`src/rtl/core/assert_macros.svh`:
```
// ----------------------------------------------------------------------------
// assert_macros.svh
// Shared concurrent assertion macros, clocked on i_clk, off while in reset
// ----------------------------------------------------------------------------
`ifndef ASSERT_MACROS_SVH
`define ASSERT_MACROS_SVH

// same-cycle implication
`define ASSERT_IMPLIES(label, ante, cons, msg) \
    label: assert property (@(posedge i_clk) disable iff (!i_rst_n) (ante) |-> (cons)) \
        else $error(msg);

// next-cycle implication
`define ASSERT_NEXT(label, ante, cons, msg) \
    label: assert property (@(posedge i_clk) disable iff (!i_rst_n) (ante) |=> (cons)) \
        else $error(msg);

`endif

```
`src/rtl/core/btp_pkg.sv`:
```
// ----------------------------------------------------------------------------
// btp_pkg
// Types and constants shared by the bencode token parser modules
// ----------------------------------------------------------------------------
`timescale 1ns / 1ps

package btp_pkg;

    // nesting and number limits
    localparam int MAX_DEPTH   = 16;
    localparam int NUM_BITS    = 32;
    localparam int DEPTH_W     = $clog2(MAX_DEPTH + 1);
    localparam int ACC_W       = (NUM_BITS > 32) ? NUM_BITS : 32;
    localparam int PROD_W      = ACC_W + 4;
    localparam int VALUE_W     = 32;
    localparam int DEPTH_OUT_W = 5;
    localparam int REMAIN_W    = 31;

    // longest string length accepted
    localparam logic [ACC_W-1:0] STR_LIMIT = ACC_W'(32'h7FFF_FFFF);
    // two to the power NUM_BITS-1
    localparam logic [ACC_W-1:0] INT_HALF  = {{(ACC_W-1){1'b0}}, 1'b1} << (NUM_BITS - 1);

    // characters of the bencode text
    localparam logic [7:0] CH_NUL   = 8'h00;
    localparam logic [7:0] CH_COLON = 8'h3A;
    localparam logic [7:0] CH_E     = 8'h65;
    localparam logic [7:0] CH_MINUS = 8'h2D;
    localparam logic [7:0] CH_ZERO  = 8'h30;
    localparam logic [7:0] CH_NINE  = 8'h39;
    localparam logic [7:0] CH_I     = 8'h69;
    localparam logic [7:0] CH_L     = 8'h6C;

    typedef enum logic [2:0] {
        KIND_STR   = 3'd0,
        KIND_BYTE  = 3'd1,
        KIND_INT   = 3'd2,
        KIND_OPEN  = 3'd3,
        KIND_CLOSE = 3'd4,
        KIND_ERR   = 3'd5
    } t_kind;

    typedef enum logic [2:0] {
        ERR_NONE       = 3'd0,
        ERR_UNEXPECTED = 3'd1,
        ERR_BAD_DIGIT  = 3'd2,
        ERR_CLOSE_ZERO = 3'd3,
        ERR_TOO_DEEP   = 3'd4,
        ERR_OVERFLOW   = 3'd5
    } t_err;

    // one token from the parse core
    typedef struct packed {
        logic                   valid;
        t_kind                  kind;
        logic [VALUE_W-1:0]     value;
        logic                   last;
        logic [DEPTH_OUT_W-1:0] depth;
        t_err                   err;
    } t_token;

endpackage

```
`src/rtl/core/bencode_token_parser.sv`:
```
// ----------------------------------------------------------------------------
// bencode_token_parser
// Streaming bencode tokenizer: one byte in, at most one token out
// ----------------------------------------------------------------------------
// a byte is held in the input register, parsed, and its token, if any, is held
// in the token register; throughput: one byte per cycle while i_out_stall does not
// hold the token register; the two registers decouple the two channels
// reset: synchronous active-low i_rst_n clears the valid flags of both registers
// and all parse state (idle, depth zero); no warm-up after reset
`timescale 1ns / 1ps

`include "assert_macros.svh"

module bencode_token_parser (
    input  logic               i_clk,
    input  logic               i_rst_n,
    input  logic               i_in_valid,
    output logic               o_in_stall,
    input  logic [7:0]         i_data_byte,
    output logic               o_out_valid,
    input  logic               i_out_stall,
    output logic [2:0]         o_token_kind,
    output logic signed [31:0] o_token_value,
    output logic               o_last_byte,
    output logic [4:0]         o_nest_depth,
    output logic [2:0]         o_error_code
);
    import btp_pkg::*;

    logic       r_in_valid;
    logic [7:0] r_in_byte;
    logic       r_out_valid;
    t_token     r_out_tok;

    logic       out_free;
    logic       proc;
    logic       in_accept;
    t_token     core_tok;

    logic       out_err;
    logic       out_ok;
    logic       out_last;
    logic       out_open;
    logic       in_held;

    // handshake: the input register drains whenever the token register can load
    assign out_free   = !r_out_valid || !i_out_stall;
    assign proc       = r_in_valid && out_free;
    assign o_in_stall = r_in_valid && !out_free;
    assign in_accept  = i_in_valid && !o_in_stall;

    // input register
    always_ff @(posedge i_clk) begin
        if (!i_rst_n) begin
            r_in_valid <= 1'b0;
        end else if (in_accept) begin
            r_in_valid <= 1'b1;
        end else if (proc) begin
            r_in_valid <= 1'b0;
        end
    end

    always_ff @(posedge i_clk) begin
        if (in_accept) begin
            r_in_byte <= i_data_byte;
        end
    end

    // parse step
    btp_core u_core (
        .i_clk   (i_clk),
        .i_rst_n (i_rst_n),
        .i_proc  (proc),
        .i_byte  (r_in_byte),
        .o_token (core_tok)
    );

    // token register
    always_ff @(posedge i_clk) begin
        if (!i_rst_n) begin
            r_out_valid <= 1'b0;
        end else if (out_free) begin
            r_out_valid <= proc && core_tok.valid;
        end
    end

    always_ff @(posedge i_clk) begin
        if (out_free) begin
            r_out_tok <= core_tok;
        end
    end

    assign o_out_valid   = r_out_valid;
    assign o_token_kind  = r_out_tok.kind;
    assign o_token_value = r_out_tok.value;
    assign o_last_byte   = r_out_tok.last;
    assign o_nest_depth  = r_out_tok.depth;
    assign o_error_code  = r_out_tok.err;

    // conditions watched by the checks below
    assign out_err  = r_out_valid && (r_out_tok.kind == KIND_ERR);
    assign out_ok   = r_out_valid && (r_out_tok.kind != KIND_ERR);
    assign out_last = r_out_valid && r_out_tok.last;
    assign out_open = r_out_valid && (r_out_tok.kind == KIND_OPEN);
    assign in_held  = r_in_valid && r_out_valid && i_out_stall;

    // error tokens carry a code and depth zero; other tokens carry no code
    `ASSERT_IMPLIES(a_err_code, out_err, r_out_tok.err != ERR_NONE, "error token without a code")
    `ASSERT_IMPLIES(a_err_depth, out_err, r_out_tok.depth == '0, "error token with depth")
    `ASSERT_IMPLIES(a_ok_no_code, out_ok, r_out_tok.err == ERR_NONE, "error code on a good token")
    // last marker only on a body byte, list open always leaves some depth
    `ASSERT_IMPLIES(a_last_on_byte, out_last, r_out_tok.kind == KIND_BYTE, "stray last marker")
    `ASSERT_IMPLIES(a_open_depth, out_open, r_out_tok.depth != '0, "list open at depth zero")
    // a pending byte is kept while the token register is held
    `ASSERT_NEXT(a_in_held, in_held, r_in_valid && $stable(r_in_byte), "pending byte lost")

endmodule

```
`src/rtl/core/btp_core.sv`:
```
// ----------------------------------------------------------------------------
// btp_core
// Parse state and per-byte token logic; one byte consumed per enabled cycle
// ----------------------------------------------------------------------------
`timescale 1ns / 1ps

module btp_core (
    input  logic            i_clk,
    input  logic            i_rst_n,
    input  logic            i_proc,
    input  logic [7:0]      i_byte,
    output btp_pkg::t_token o_token
);
    import btp_pkg::*;

    typedef enum logic [2:0] {
        MODE_IDLE,
        MODE_LEN,
        MODE_BODY,
        MODE_INT_FIRST,
        MODE_INT_SIGN,
        MODE_INT_DIGITS
    } t_mode;

    t_mode               r_mode,   n_mode;
    logic [ACC_W-1:0]    r_accum,  n_accum;
    logic                r_neg,    n_neg;
    logic [REMAIN_W-1:0] r_remain, n_remain;
    logic [DEPTH_W-1:0]  r_depth,  n_depth;

    logic                is_digit;
    logic [3:0]          digit_val;
    logic [ACC_W-1:0]    limit;
    logic [PROD_W-1:0]   prod;
    logic                over;
    logic [REMAIN_W-1:0] remain_dec;
    logic [ACC_W-1:0]    neg_accum;
    t_token              tok;

    // digit decode and times-ten accumulate with limit check
    always_comb begin
        is_digit   = (i_byte inside {[CH_ZERO:CH_NINE]});
        digit_val  = is_digit ? 4'(i_byte - CH_ZERO) : 4'd0;
        if (r_mode == MODE_LEN) begin
            limit = STR_LIMIT;
        end else begin
            limit = r_neg ? INT_HALF : INT_HALF - ACC_W'(1);
        end
        prod       = (PROD_W'(r_accum) << 3) + (PROD_W'(r_accum) << 1) + PROD_W'(digit_val);
        over       = prod > PROD_W'(limit);
        remain_dec = r_remain - REMAIN_W'(1);
        neg_accum  = ACC_W'(0) - r_accum;
    end

    // next state and token
    always_comb begin
        n_mode   = r_mode;
        n_accum  = r_accum;
        n_neg    = r_neg;
        n_remain = r_remain;
        n_depth  = r_depth;
        // every good token carries the list depth, after the change for an open or close
        tok      = '{valid: 1'b0, kind: KIND_ERR, value: '0, last: 1'b0,
                     depth: DEPTH_OUT_W'(r_depth), err: ERR_NONE};

        case (r_mode)
            MODE_LEN: begin
                if (is_digit) begin
                    if (over) begin
                        tok.valid = 1'b1;
                        tok.err   = ERR_OVERFLOW;
                    end else begin
                        n_accum = prod[ACC_W-1:0];
                    end
                end else if (i_byte != CH_COLON) begin
                    tok.valid = 1'b1;
                    tok.err   = ERR_BAD_DIGIT;
                end else begin
                    n_remain  = r_accum[REMAIN_W-1:0];
                    n_accum   = '0;
                    n_mode    = (r_accum != '0) ? MODE_BODY : MODE_IDLE;
                    tok.valid = 1'b1;
                    tok.kind  = KIND_STR;
                    tok.value = r_accum[VALUE_W-1:0];
                end
            end
            MODE_BODY: begin
                n_remain  = remain_dec;
                tok.valid = 1'b1;
                tok.kind  = KIND_BYTE;
                tok.value = VALUE_W'(i_byte);
                tok.last  = (remain_dec == '0);
                if (remain_dec == '0) begin
                    n_mode = MODE_IDLE;
                end
            end
            MODE_INT_FIRST, MODE_INT_SIGN: begin
                if (r_mode == MODE_INT_FIRST && i_byte == CH_MINUS) begin
                    n_neg  = 1'b1;
                    n_mode = MODE_INT_SIGN;
                end else if (!is_digit) begin
                    tok.valid = 1'b1;
                    tok.err   = ERR_BAD_DIGIT;
                end else if (over) begin
                    tok.valid = 1'b1;
                    tok.err   = ERR_OVERFLOW;
                end else begin
                    n_accum = prod[ACC_W-1:0];
                    n_mode  = MODE_INT_DIGITS;
                end
            end
            MODE_INT_DIGITS: begin
                if (is_digit) begin
                    if (over) begin
                        tok.valid = 1'b1;
                        tok.err   = ERR_OVERFLOW;
                    end else begin
                        n_accum = prod[ACC_W-1:0];
                    end
                end else if (i_byte != CH_E) begin
                    tok.valid = 1'b1;
                    tok.err   = ERR_BAD_DIGIT;
                end else begin
                    n_accum   = '0;
                    n_neg     = 1'b0;
                    n_mode    = MODE_IDLE;
                    tok.valid = 1'b1;
                    tok.kind  = KIND_INT;
                    tok.value = r_neg ? neg_accum[VALUE_W-1:0] : r_accum[VALUE_W-1:0];
                end
            end
            default: begin
                n_mode = MODE_IDLE;
                if (i_byte == CH_NUL) begin
                    n_accum  = '0;
                    n_neg    = 1'b0;
                    n_remain = '0;
                    n_depth  = '0;
                end else if (is_digit) begin
                    n_accum = ACC_W'(digit_val);
                    n_mode  = MODE_LEN;
                end else if (i_byte == CH_I) begin
                    n_accum = '0;
                    n_neg   = 1'b0;
                    n_mode  = MODE_INT_FIRST;
                end else if (i_byte == CH_L) begin
                    tok.valid = 1'b1;
                    if (r_depth >= DEPTH_W'(MAX_DEPTH)) begin
                        tok.err = ERR_TOO_DEEP;
                    end else begin
                        n_depth   = r_depth + DEPTH_W'(1);
                        tok.kind  = KIND_OPEN;
                        tok.depth = DEPTH_OUT_W'(n_depth);
                    end
                end else if (i_byte == CH_E) begin
                    tok.valid = 1'b1;
                    if (r_depth == '0) begin
                        tok.err = ERR_CLOSE_ZERO;
                    end else begin
                        n_depth   = r_depth - DEPTH_W'(1);
                        tok.kind  = KIND_CLOSE;
                        tok.depth = DEPTH_OUT_W'(n_depth);
                    end
                end else begin
                    tok.valid = 1'b1;
                    tok.err   = ERR_UNEXPECTED;
                end
            end
        endcase

        // any error drops the parser back to its reset state
        if (tok.valid && tok.err != ERR_NONE) begin
            tok.kind  = KIND_ERR;
            tok.value = '0;
            tok.depth = '0;
            n_mode    = MODE_IDLE;
            n_accum   = '0;
            n_neg     = 1'b0;
            n_remain  = '0;
            n_depth   = '0;
        end
    end

    // parse state
    always_ff @(posedge i_clk) begin
        if (!i_rst_n) begin
            r_mode   <= MODE_IDLE;
            r_accum  <= '0;
            r_neg    <= 1'b0;
            r_remain <= '0;
            r_depth  <= '0;
        end else if (i_proc) begin
            r_mode   <= n_mode;
            r_accum  <= n_accum;
            r_neg    <= n_neg;
            r_remain <= n_remain;
            r_depth  <= n_depth;
        end
    end

    assign o_token = tok;

endmodule
```
`config.mk`:
```
export PLATFORM = sky130hd
export DESIGN_NAME = bencode_token_parser
export DESIGN_NICKNAME = d
export VERILOG_FILES = /design/src/rtl/core/btp_pkg.sv /design/src/rtl/core/bencode_token_parser.sv /design/src/rtl/core/btp_core.sv
export VERILOG_INCLUDE_DIRS = /design/src /design/src/rtl/core
export SDC_FILE = /design/constraint.sdc
export NUM_CORES = 1
export LEC_CHECK = 0
export ABC_AREA = 0
export BUFFER_PORTS_ARGS = -buffer_cell sky130_fd_sc_hd__buf_2
export CORE_MARGIN = 1.5
export CORE_UTILIZATION = 30
export CTS_BUF_LIST = sky130_fd_sc_hd__clkbuf_16
export DETAILED_ROUTE_END_ITERATION = 8
export GPL_ROUTABILITY_DRIVEN = 0
export GPL_TIMING_DRIVEN = 0
export PLACE_DENSITY = 0.56
export SLEW_MARGIN = 20
export SYNTH_ARGS = -nofsm -noshare
export SYNTH_HDL_FRONTEND = slang
export SYNTH_SLANG_ARGS = --single-unit
```
`constraint.sdc`:
```
create_clock -name i_clk -period 9 [get_ports i_clk]
set_input_delay 1.8 -clock i_clk [delete_from_list [all_inputs] [get_ports i_clk]]
set_output_delay 1.8 -clock i_clk [all_outputs]
set_load 0.02 [all_outputs]
```
==> results, run 1 <==
- The flow ran to the end, and the final reports show no timing, DRC or antenna violations.
- After detailed routing, the average wire length per cell comes to 18.7 um.
- At the pin with the least slew margin, the transition time is 1030 ps.
- The clock tree from TritonCTS is done.
- Summed over all nets, the half-perimeter wirelength after detailed placement is about 25 mm.
- The vertical extent of the die is 187 um.
- Static timing analysis puts the maximum clock frequency at about 130 MHz.
- The tree is rooted in a sky130_fd_sc_hd__clkbuf_16.
- During synthesis, Yosys emitted a total of 0 warnings.
- Across the run, the number of max-cap violations was 0.
- The final routed DRC violation total is 0.
- The cell area after synthesis is 10100 um2.
- The worst reg-to-reg path cell count is 22.
- STA classifies the critical path endpoint as a register.
- The area fraction of the dominant cell type after synthesis is between 15 and 20%.
- A synthesized cell averages ~8 um2.
- The signal on the critical path passes through nor4bb_1 > and3_1 > fa_1 > ha_1 > a211oi_1 > o21ai_0 > a41oi_1 > o41ai_1 > a21oi_1 > xnor2_1 > ha_1 > and2_1 > a221o_1 > a221oi_1 > o2111ai_1 > nand4b_1 > o2111a_1 > nand3_1 > nor2_1 > clkbuf_1 > o21ai_0 > nor2_1.
- The final hold slack is 545 ps.
- Counting flops and latches in the post-synthesis netlist gives 126.
- The headroom to the max-slew limit is 31.1%.
- Once the clock tree was built, the setup fixing pass inserted 0 buffers.
- STA classifies the critical path startpoint as a register.
- The worst-case clock buffer depth is 2.
- Dividing the detail-routed via count by the number of cells gives 5.58.
- The pin count of the biggest net entering global routing is 35.
- The worst hold path startpoint is r_in_valid.
- The most used flip-flop cell after synthesis is sky130_fd_sc_hd__dfxtp_1.
- The class of the tightest hold or removal check is reg -> reg.
- Setup total negative slack on the finished layout was measured at 0 ps.
- The part of the cycle the worst path needs is between 80 and 90%.
- The placement-stage cell area is 11000 um2.
- The die covers 34900 um2.
- Between clock sinks in the finished design, the worst skew comes to approximately 12 ps.
- The global-route wire length before repair is approximately 52 mm.
- The antenna diode instance count is 0.
- Buffers placed on the I/O ports in this run total 57.
- The clock-pin transition on the worst setup and hold timing paths is 70 ps.
- The number of clock sinks is 126.
- The die extent in x is 187 um.
- Counting instances in the post-synthesis netlist gives the leading cell types as sky130_fd_sc_hd__o21ai_0, sky130_fd_sc_hd__a21oi_1, sky130_fd_sc_hd__nor2_1.
- Buffers inserted to repair hold after CTS numbered 0.
- The total of cells resized after clock tree synthesis is 0.
- The endpoint identified for the worst register-to-register timing path is u_core.r_accum[20].
- Pin placement for this block handled a little under 60 I/O pins.
- The number of library cell types mapped by synthesis is 86.
- The final route contains 9977 vias.
- The net count reported at finish is between 1000 and 1500.
- Of the cells placed in the final design, the portion with a size suffix greater than 1 is around a tenth.
- The arrival time at the worst endpoint is 8290 ps.
- The number of cell rows is 67.
- The initial core utilization is 30.3%.
- On the worst path, the slowest cell contributes a delay of 790 ps.
- By area the synthesized netlist is led by sky130_fd_sc_hd__edfxtp_1, sky130_fd_sc_hd__dfxtp_1, sky130_fd_sc_hd__ha_1, sky130_fd_sc_hd__o21ai_0, sky130_fd_sc_hd__a21oi_1.
- The clock tree synthesis step divided the H-tree into 4 levels.
- The largest total area in the synthesized netlist belongs to sky130_fd_sc_hd__edfxtp_1.
- The final setup violation count is 0.
- The detail route stage leaves a number of antenna-violating nets equal to 0.
- The critical path in this run is classified as reg -> reg.
- The synthesized netlist cell count is roughly 1200.
- The core region is 33400 um2.
- The TritonCTS buffer count is 17.
- From synthesis to final layout, the design area changed by 14.3%.
- The maximum ir drop on the vdd rail is roughly 0.14 mV.
- The max-slew violation count is 0.
- The source-to-sink clock delay at the later pin of the worst-skew pair is 430 ps.
- Global routing used approximately a fifth of the available tracks across all layers.
- The initial antenna violation count is 0.
- The synthesized design contains 52 enable-type register cells.
- The via count of the first global-routing pass came to about 9400.
- The count of endpoints failing hold in the final timing report was 0.
- Setup repair after global routing left no endpoint under its margin.
- The power per cell area is 157 nW/um2.
- The worst reg-to-reg setup slack is 1070 ps.
- The worst hold path stage count is 2.
- The register area share after synthesis is around 30%.
- For hold timing, the worst endpoint is o_out_valid.
- The finished cells cover 11600 um2.
- Wires add up to 33.4 mm.
- The fraction of the core area covered by cells at the end of the flow is between 30% and 40%.
- The shortest period the worst path allows is 7930 ps.
- The first-pass detailed-route iteration total is 5.
- STA puts the critical path data required time at 9370 ps.
- The worst register-to-register path begins at r_in_byte[7].
- Counting every net in the synthesized netlist gives 1364.
- The filler cell count is 3547.
- The most common cell in the synthesized netlist is sky130_fd_sc_hd__o21ai_0.
- The fraction of synthesis flops using an asynchronous set or reset pin is 0%.
- The violation count after the first detailed-route iteration is 832.
- The slowest cell on the critical path is sky130_fd_sc_hd__nor4bb_1.
- The total global routing overflow is 0.
- Summed over all cells, the static leakage comes to 0.00496 uW.
- The biggest fanout along the worst timing path is 10.
-- critical path: cells and delay by family (launching register included) --
kind	cells	cell delay, ps
flops	1	470
buf+inv	1	390
xor+xnor	1	240
compound gates	10	3010
fa+ha+maj	3	1070
simple gates	7	2670
-- kinds of logic after synthesis --
kind of cell    synth area share (%)
fa+ha+maj                       12.9
compound gates                  27.1
xor+xnor                        4.50
mux                            0.606
buf+inv                         4.02
flops                           30.1
simple gates                    20.8
-- per-stage QoR --
step | total power [uW] | std cells | setup slack, ps
final | 1820 | 1787 | 1070
after detailed placement | 1130 | 1755 | 1280
after global routing | 1900 | 1787 | 470
after floorplan | 996 | 1249 | 2800
after global placement | 1130 | 1754 | 1290
after CTS | 1820 | 1787 | 1230
-- cells in the final DEF (no fill, tap or decap), types with 9 or more instances in the layout --
cell                          n
sky130_fd_sc_hd__clkbuf_16   18
sky130_fd_sc_hd__a22o_1      16
sky130_fd_sc_hd__o211ai_1     9
sky130_fd_sc_hd__nor2_1     122
sky130_fd_sc_hd__o31ai_1     17
sky130_fd_sc_hd__edfxtp_1    52
sky130_fd_sc_hd__nor2b_1      9
sky130_fd_sc_hd__and3_1      14
sky130_fd_sc_hd__dfxtp_1     74
sky130_fd_sc_hd__nor4_1      16
sky130_fd_sc_hd__buf_2       65
sky130_fd_sc_hd__nand3_1     28
sky130_fd_sc_hd__o21a_1      13
sky130_fd_sc_hd__a22oi_1      9
sky130_fd_sc_hd__or3_1       10
sky130_fd_sc_hd__a21o_1      11
sky130_fd_sc_hd__xor2_1      29
sky130_fd_sc_hd__xnor2_1     23
sky130_fd_sc_hd__a211oi_1    13
sky130_fd_sc_hd__nor3_1      27
sky130_fd_sc_hd__a21oi_1    137
sky130_fd_sc_hd__nand2_1    108
sky130_fd_sc_hd__o21ai_0    146
sky130_fd_sc_hd__clkbuf_1    53
sky130_fd_sc_hd__and2_1      16
sky130_fd_sc_hd__inv_1       21
sky130_fd_sc_hd__ha_1       101
sky130_fd_sc_hd__nand4_1     19
sky130_fd_sc_hd__nor3b_1      9
-- sequential cells by signal (all words and copies together), names as in the netlist --
name / count
r_in_valid: 1
u_core.r_accum: 32
u_core.r_neg: 1
o_last_byte: 1
o_token_kind: 3
o_out_valid: 1
o_nest_depth: 5
u_core.r_remain: 31
o_token_value: 32
u_core.r_mode: 3
u_core.r_depth: 5
o_error_code: 3
r_in_byte: 8
-- layer usage --
| metal | global-route usage [%] | share of wire, % | vias to the layer above |
|---|---|---|---|
| met2 | 31.1 | 45 | 315 |
| li1 | - | - | 4868 |
| met4 | 8.06 | 3.6 | 0 |
| met1 | 24.7 | 45 | 4724 |
| met3 | 3.48 | 5.8 | 70 |
| met5 | 0 | 0 | - |
-- worst max path at each step --
stage / start / to / slack [ps] / cells after the start
3_3_place_gp: r_in_byte[2] / u_core.r_accum[18] / 1290 / 23
4_1_cts: r_in_byte[2] / u_core.r_accum[12] / 1230 / 23
6_report: r_in_byte[7] / u_core.r_accum[20] / 1070 / 22
5_1_grt: r_in_byte[7] / u_core.r_accum[19] / 470 / 22
3_5_place_dp: r_in_byte[7] / u_core.r_accum[12] / 1280 / 22
2_1_floorplan: r_in_byte[2] / u_core.r_accum[26] / 2800 / 26
-- power breakdown --
| group | leakage (uW) | internal, uW | switching (uW) |
|---|---|---|---|
| Sequential | 0.00120 | 628 | 66.9 |
| Clock | 0.000287 | 400 | 288 |
| Combinational | 0.00348 | 155 | 279 |
-- final cells by class --
| class | instances | area [um2] | area share (%) |
|---|---|---|---|
| timing repair buffer | 58 | 305 | 2.64 |
| multi-input combinational | 1030 | 6680 | 57.7 |
| clock buffer | 18 | 450 | 3.89 |
| tap | 448 | 561 | 4.84 |
| inverter | 23 | 86.3 | 0.746 |
| clock inverter | 14 | 129 | 1.11 |
| sequential | 126 | 3040 | 26.3 |
| buffer | 70 | 320 | 2.77 |
Power figures use the tool's default switching activity.
==> run 2, diff against run 1 <==
- PLACE_DENSITY: 0.56 -> default
- PLACE_DENSITY_LB_ADDON: default -> 0.1
==> results, run 2 (same netlist as run 1, synthesis figures left out) <==
- The wire length per cell after detailed routing is 20.6 um (+10%).
- The total I/O pin count is 58 (unchanged).
- The die extent in x is 187 um (unchanged).
- The end of the critical path is u_core.r_accum[29].
- Setup repair after global routing left no endpoint under its margin.
- The TritonCTS buffer count is 17 (unchanged).
- The maximum level of the CTS H-tree was 4 (unchanged).
- The global-route wire length before repair is 57.5 mm (+10%).
- The number of cells on the critical path is 22 (unchanged).
- The critical register-to-register path endpoint is u_core.r_accum[29].
- The source-to-sink clock delay at the later pin of the worst-skew pair is 450 ps (+20 ps).
- The final total negative setup slack is 0 ps (unchanged).
- The worst-case clock buffer depth was 2 (unchanged).
- The critical path capture point type is a register.
- The overall die area was 34900 um2 (unchanged).
- The launch point of the worst reg-to-reg path is r_in_byte[7].
- The cell class contributing the biggest share of worst-path delay is compound AO/OA/AOI/OAI gates.
- The hold buffer count at CTS came to 0 (unchanged).
- The slowest stage of the critical path is the sky130_fd_sc_hd__nor4bb_1 cell.
- The headroom to the max-slew limit is 34.7% (+3.6 points).
- The buffering stage count on the worst path with inverters included is 1 (unchanged).
- The arrival time at the worst endpoint was 8480 ps (+190 ps).
- The share of final-layout standard cells stronger than drive strength 1 is 9.93% (+0.075 points).
- The pin count of the biggest net entering global routing is 33 (-5.7%).
- The final setup violation count was 0 (unchanged).
- The total of buffers placed on input and output ports is 57 (unchanged).
- The antenna diode instance count is 0 (unchanged).
- In the layout the commonest cells are sky130_fd_sc_hd__o21ai_0, sky130_fd_sc_hd__a21oi_1, sky130_fd_sc_hd__nor2_1.
- The static leakage is 0.00499 uW (+0.57%).
- The final instance area is 11600 um2 (+0.40%).
- The class of the tightest hold or removal check is reg -> reg.
- The net count reported at finish is 1441 (unchanged).
- The shortest period the worst path allows is 8100 ps (+178 ps).
- The post-route clock skew is 16.1 ps (+3.67 ps).
- The clock-pin transition on the worst setup and hold timing paths is 60 ps (about the same).
- The run finished with clean final reports.
- The core area is 33400 um2 (unchanged).
- The critical path startpoint is r_in_byte[7].
- The total of cells resized after clock tree synthesis came to 0 (unchanged).
- The average vias per placed instance is 5.55 (-0.56%).
- The initial antenna violation count came to 0 (unchanged).
- The first-pass detailed-route iteration total is 5 (unchanged).
- The total wire length came to 36.9 mm (+10%).
- The worst reg-to-reg path cell count was 22 (unchanged).
- The total power draw is 1890 uW (+3.9%).
- STA classifies the critical path startpoint as a register.
- The count of max-cap constraint violations was 0 (unchanged).
- The total number of vias is 9921 (-0.56%).
- Leaving out fill and tap cells, the most frequent cell in the layout is sky130_fd_sc_hd__o21ai_0.
- The half-perimeter wire length of the detailed placement result is 27.9 mm (+10%).
- The largest stage delay on the critical path was 840 ps (+50 ps).
- The power per cell area is 163 nW/um2 (+3.5%).
- The data required time at the worst endpoint came to 9380 ps (about the same).
- The number of clock sinks came to 126 (unchanged).
- The transition time at the pin with the least slew margin is 977 ps (-49.6 ps).
- The part of the cycle the worst path needs is 90.1% (+2.0 points).
- The number of post-CTS setup repair buffers is 0 (unchanged).
- TritonCTS built the clock tree.
- The initial core utilization is 30.3% (unchanged).
- The max-slew violation count came to 0 (unchanged).
- The biggest fanout along the worst timing path was 10 (unchanged).
- The final routed DRC violation total is 0 (unchanged).
- The maximum ir drop on the vdd rail came to 0.0982 mV (-29%).
- The number of nets with antenna violations after routing was 0 (unchanged).
- The vertical extent of the die came to 187 um (unchanged).
- CTS placed an instance of sky130_fd_sc_hd__clkbuf_16 at the clock tree root.
- The achievable clock frequency is 123 MHz (-2.2%).
- The worst reg-to-reg setup slack is 900 ps (-180 ps).
- The violation count after the first detailed-route iteration is 660 (-21%).
- The count of endpoints failing hold in the final timing report was 0 (unchanged).
- Traced cell by cell, the critical path runs through nor4bb_1 > and3_1 > fa_1 > ha_1 > a211oi_1 > o21ai_0 > a41oi_1 > o41ai_1 > a21oi_1 > xnor2_1 > ha_1 > and2_1 > a221o_1 > a221oi_1 > o2111ai_1 > nand4b_1 > o2111a_1 > nand3_1 > nor2_1 > clkbuf_1 > o21ai_0 > nor2_1.
- From synthesis to final layout, the design area changed by 14.8%.
- The number of cell rows is 67 (unchanged).
- The total global routing overflow is 0 (unchanged).
- The via count of the first global-routing pass came to 9625 (+2.8%).
- The worst setup path is of the reg -> reg kind.
- The placement-stage cell area was 11000 um2 (unchanged).
- The all-layer global routing usage came to 21.3% (+2.3 points).
[run 2: worst min path at each step]
stage | startpoint | endpoint | slack (ps) | cells past startpoint
4_1_cts | r_in_valid | o_out_valid | 580 | 2
2_1_floorplan | r_in_valid | o_out_valid | 470 | 2
3_5_place_dp | r_in_valid | o_out_valid | 560 | 2
3_3_place_gp | r_in_valid | o_out_valid | 540 | 2
5_1_grt | r_in_valid | o_out_valid | 600 | 2
6_report | r_in_valid | o_out_valid | 570 | 2
[run 2: through the flow]
stage          hold WS [ps]  utilization [%]  setup WS [ps]  instances
6_report                567             34.8            895       1787
5_1_grt                 598             34.8            307       1787
4_1_cts                 576             34.8            969       1787
3_5_place_dp            563             32.9           1040       1755
3_3_place_gp            538             32.9           1070       1754
2_1_floorplan           472                -           2800       1249
[run 2: report_power, final]
part	internal, uW	switching, uW
sequential	628	70.5
combinational	156	287
clock	446	301
total	1230	659
[run 2: per-layer routing]
layer / vias up / track usage [%] / share of wire (%)
met5: - / 0 / 0
met4: 0 / 6.70 / 2.2
met3: 47 / 3.22 / 4.5
met2: 229 / 34.9 / 46
met1: 4776 / 28.8 / 47
li1: 4869 / - / -
[run 2: layout make-up]
class,count,area (um2)
Timing Repair Buffer,58,305
Sequential cell,126,3040
Clock buffer,19,475
Multi-Input combinational cell,1030,6680
Fill cell,3593,21700
Buffer,70,320
Tap cell,448,561
Inverter,23,86.3
Clock inverter,13,150
[run 2: worst register-to-register path: stages (launching register included)]
cell	delay (ps)
sky130_fd_sc_hd__edfxtp_1	460
sky130_fd_sc_hd__nor4bb_1	840
sky130_fd_sc_hd__and3_1	330
sky130_fd_sc_hd__fa_1	480
sky130_fd_sc_hd__ha_1	320
sky130_fd_sc_hd__a211oi_1	110
sky130_fd_sc_hd__o21ai_0	460
sky130_fd_sc_hd__a41oi_1	330
sky130_fd_sc_hd__o41ai_1	740
sky130_fd_sc_hd__a21oi_1	170
sky130_fd_sc_hd__xnor2_1	260
sky130_fd_sc_hd__ha_1	290
sky130_fd_sc_hd__and2_1	170
sky130_fd_sc_hd__a221o_1	300
sky130_fd_sc_hd__a221oi_1	340
sky130_fd_sc_hd__o2111ai_1	170
sky130_fd_sc_hd__nand4b_1	150
sky130_fd_sc_hd__o2111a_1	270
sky130_fd_sc_hd__nand3_1	390
sky130_fd_sc_hd__nor2_1	800
sky130_fd_sc_hd__clkbuf_1	410
sky130_fd_sc_hd__o21ai_0	130
sky130_fd_sc_hd__nor2_1	130
==> run 3, diff against run 2 <==
- CTS_BUF_LIST: sky130_fd_sc_hd__clkbuf_16 -> default
- MAX_ROUTING_LAYER: default -> met4
==> results, run 3 (same netlist as run 1, synthesis figures left out) <==
- The run finished with clean final reports.
- The count of endpoints failing hold in the final timing report is 0 (unchanged).
- The biggest fanout along the worst timing path is 10 (unchanged).
- The antenna diode instance count was 0 (unchanged).
- The all-layer global routing usage was 22.0% (+0.64 points).
- The total I/O pin count is 58 (unchanged).
- The worst reg-to-reg path cell count is 22 (unchanged).
- The tightest min-delay check is of the reg -> reg type.
- The routed length on met1 is 17.3 mm (+0.33%).
- The critical path goes through nor4bb_1 > and3_1 > fa_1 > ha_1 > a211oi_1 > o21ai_0 > a41oi_1 > o41ai_1 > a21oi_1 > xnor2_1 > ha_1 > and2_1 > a221o_1 > a221oi_1 > o2111ai_1 > nand4b_1 > o2111a_1 > nand3_1 > nor2_1 > clkbuf_1 > o21ai_0 > nor2_1.
- The number of cells on the critical path is 22 (unchanged).
- The net count reported at finish came to 1441 (unchanged).
- The total of buffers placed on input and output ports is 57 (unchanged).
- The number of cell rows is 67 (unchanged).
- The final setup violation count is 0 (unchanged).
- The slowest cell on the critical path is sky130_fd_sc_hd__nor4bb_1.
- The area growth from synthesis to final layout is 14.8% (unchanged).
- The total number of vias came to 9899 (-0.22%).
- Leaving out fill and tap cells, the most frequent cell in the layout is sky130_fd_sc_hd__o21ai_0.
- The TritonCTS buffer count is 17 (unchanged).
- The total global routing overflow came to 0 (unchanged).
- The routed length on met2 is 17.1 mm (+0.19%).
- The half-perimeter wire length of the detailed placement result is 27.9 mm (unchanged).
- The total wire length is 36.7 mm (-0.32%).
- The max-slew violation count came to 0 (unchanged).
- The met3 layer wire length in the routed design is 1.45 mm (-13%).
- The pin count of the biggest net entering global routing is 33 (unchanged).
- The worst setup path is captured at a register.
- The cell class contributing the biggest share of worst-path delay is compound AO/OA/AOI/OAI gates.
- The part of the cycle the worst path needs came to 90.2% (+0.11 points).
- The clock-pin transition on the worst setup and hold timing paths was 60 ps (about the same).
- The die extent in x is 187 um (unchanged).
- The overall die area is 34900 um2 (unchanged).
- The most critical setup path has its startpoint at r_in_byte[7].
- TritonCTS built the clock tree.
- The wire length per cell after detailed routing is 20.6 um (-0.32%).
- The worst reg-to-reg setup slack is 890 ps (about the same).
- The share of final-layout standard cells stronger than drive strength 1 is 9.86% (-0.075 points).
- The static leakage is 0.00498 uW (-0.10%).
- The violation count after the first detailed-route iteration is 715 (+8.3%).
- The highest layer used for signal routing is met4.
- The vertical extent of the die is 187 um (unchanged).
- The total of cells resized after clock tree synthesis is 0 (unchanged).
- The transition time at the pin with the least slew margin is 1040 ps (+61.4 ps).
- The startpoint identified for the worst register-to-register timing path is r_in_byte[7].
- The count of max-cap constraint violations came to 0 (unchanged).
- The number of nets with antenna violations after routing is 0 (unchanged).
- The final routed DRC violation total is 0 (unchanged).
- The final hold slack is 558 ps (-8.60 ps).
- The initial antenna violation count is 0 (unchanged).
- Leaving out fill and tap cells, the most frequent cells in the layout are sky130_fd_sc_hd__o21ai_0, sky130_fd_sc_hd__a21oi_1, sky130_fd_sc_hd__nor2_1.
- The number of post-CTS setup repair buffers is 0 (unchanged).
- The hold buffer count at CTS is 0 (unchanged).
- The source-to-sink clock delay at the later pin of the worst-skew pair was 450 ps (about the same).
- The power per cell area is 162 nW/um2 (about the same).
- The global-route wire length before repair is 57.5 mm (-0.12%).
- The final total negative setup slack is 0 ps (unchanged).
- The startpoint type of the worst setup path is a register.
- The data required time at the worst endpoint is 9370 ps (about the same).
- The buffering stage count on the worst path with inverters included was 1 (unchanged).
- The largest stage delay on the critical path is 860 ps (+20 ps).
- The via count of the first global-routing pass is 9647 (+0.23%).
- The initial core utilization came to 30.3% (unchanged).
- The critical path is of the reg -> reg type.
- The clock root buffer is sky130_fd_sc_hd__clkbuf_16.
- The shortest period the worst path allows is 8110 ps (+9.53 ps).
- The headroom to the max-slew limit is 30.3% (-4.4 points).
- The first-pass detailed-route iteration total is 5 (unchanged).
- Setup repair after global routing left no endpoint under its margin.
- The worst-case clock buffer depth is 2 (unchanged).
- The post-route clock skew came to 16.2 ps (+0.182 ps).
- The critical register-to-register path endpoint is u_core.r_accum[28].
- The most critical setup path has its endpoint at u_core.r_accum[28].
- The number of clock sinks came to 126 (unchanged).
- The maximum level of the CTS H-tree came to 4 (unchanged).
- The core area is 33400 um2 (unchanged).
- The achievable clock frequency was 123 MHz (-0.12%).
- The maximum ir drop on the vdd rail is 0.0967 mV (-1.5%).
- The average vias per placed instance came to 5.54 (-0.22%).
- The arrival time at the worst endpoint is 8490 ps (about the same).
==> run 3: layout make-up <==
type | count | area, um2
Sequential cell | 126 | 3040
Multi-Input combinational cell | 1030 | 6680
Fill cell | 3593 | 21700
Clock inverter | 13 | 150
Tap cell | 448 | 561
Timing Repair Buffer | 58 | 305
Clock buffer | 19 | 475
Buffer | 70 | 320
Inverter | 23 | 86.3
==> run 3: worst min path at each step <==
stage / cells past startpoint / slack [ps] / start / end
after floorplan: 2 / 470 / r_in_valid / o_out_valid
after global placement: 2 / 540 / r_in_valid / o_out_valid
after detailed placement: 2 / 560 / r_in_valid / o_out_valid
after CTS: 2 / 580 / r_in_valid / o_out_valid
after global routing: 2 / 600 / r_in_valid / o_out_valid
final: 2 / 560 / r_in_valid / o_out_valid
==> run 3: layer usage <==
metal  GRT usage [%]  vias up
li1                -     4869
met4            6.89        0
met2            35.0      213
met5               -        -
met1            28.7     4770
met3            3.16       47
==> run 3: worst register-to-register path, delay by kind of cell (launching register included) <==
family | cells | cell delay, ps
compound gates | 10 | 3050
xor+xnor | 1 | 260
fa+ha+maj | 3 | 1090
buf+inv | 1 | 390
flops | 1 | 460
simple gates | 7 | 2830
==> run 3: power by group <==
group | internal (uW) | leakage [uW] | switching (uW) | total, uW
logic | 156 | 0.00348 | 286 | 442
registers | 628 | 0.00120 | 70.2 | 698
clock network | 446 | 0.000311 | 301 | 747
total | 1230 | 0.00498 | 657 | 1890
==> run 3: through the flow <==
step / total power, uW / setup slack [ps] / area [um2] / util [%] / cells
6_report: 1890 / 886 / 11600 / 34.8 / 1787
5_1_grt: 1990 / 303 / 11600 / 34.8 / 1787
4_1_cts: 1900 / 969 / 11600 / 34.8 / 1787
3_5_place_dp: 1150 / 1040 / 11000 / 32.9 / 1755
3_3_place_gp: 1150 / 1070 / 11000 / 32.9 / 1754
2_1_floorplan: 996 / 2800 / 10100 / - / 1249
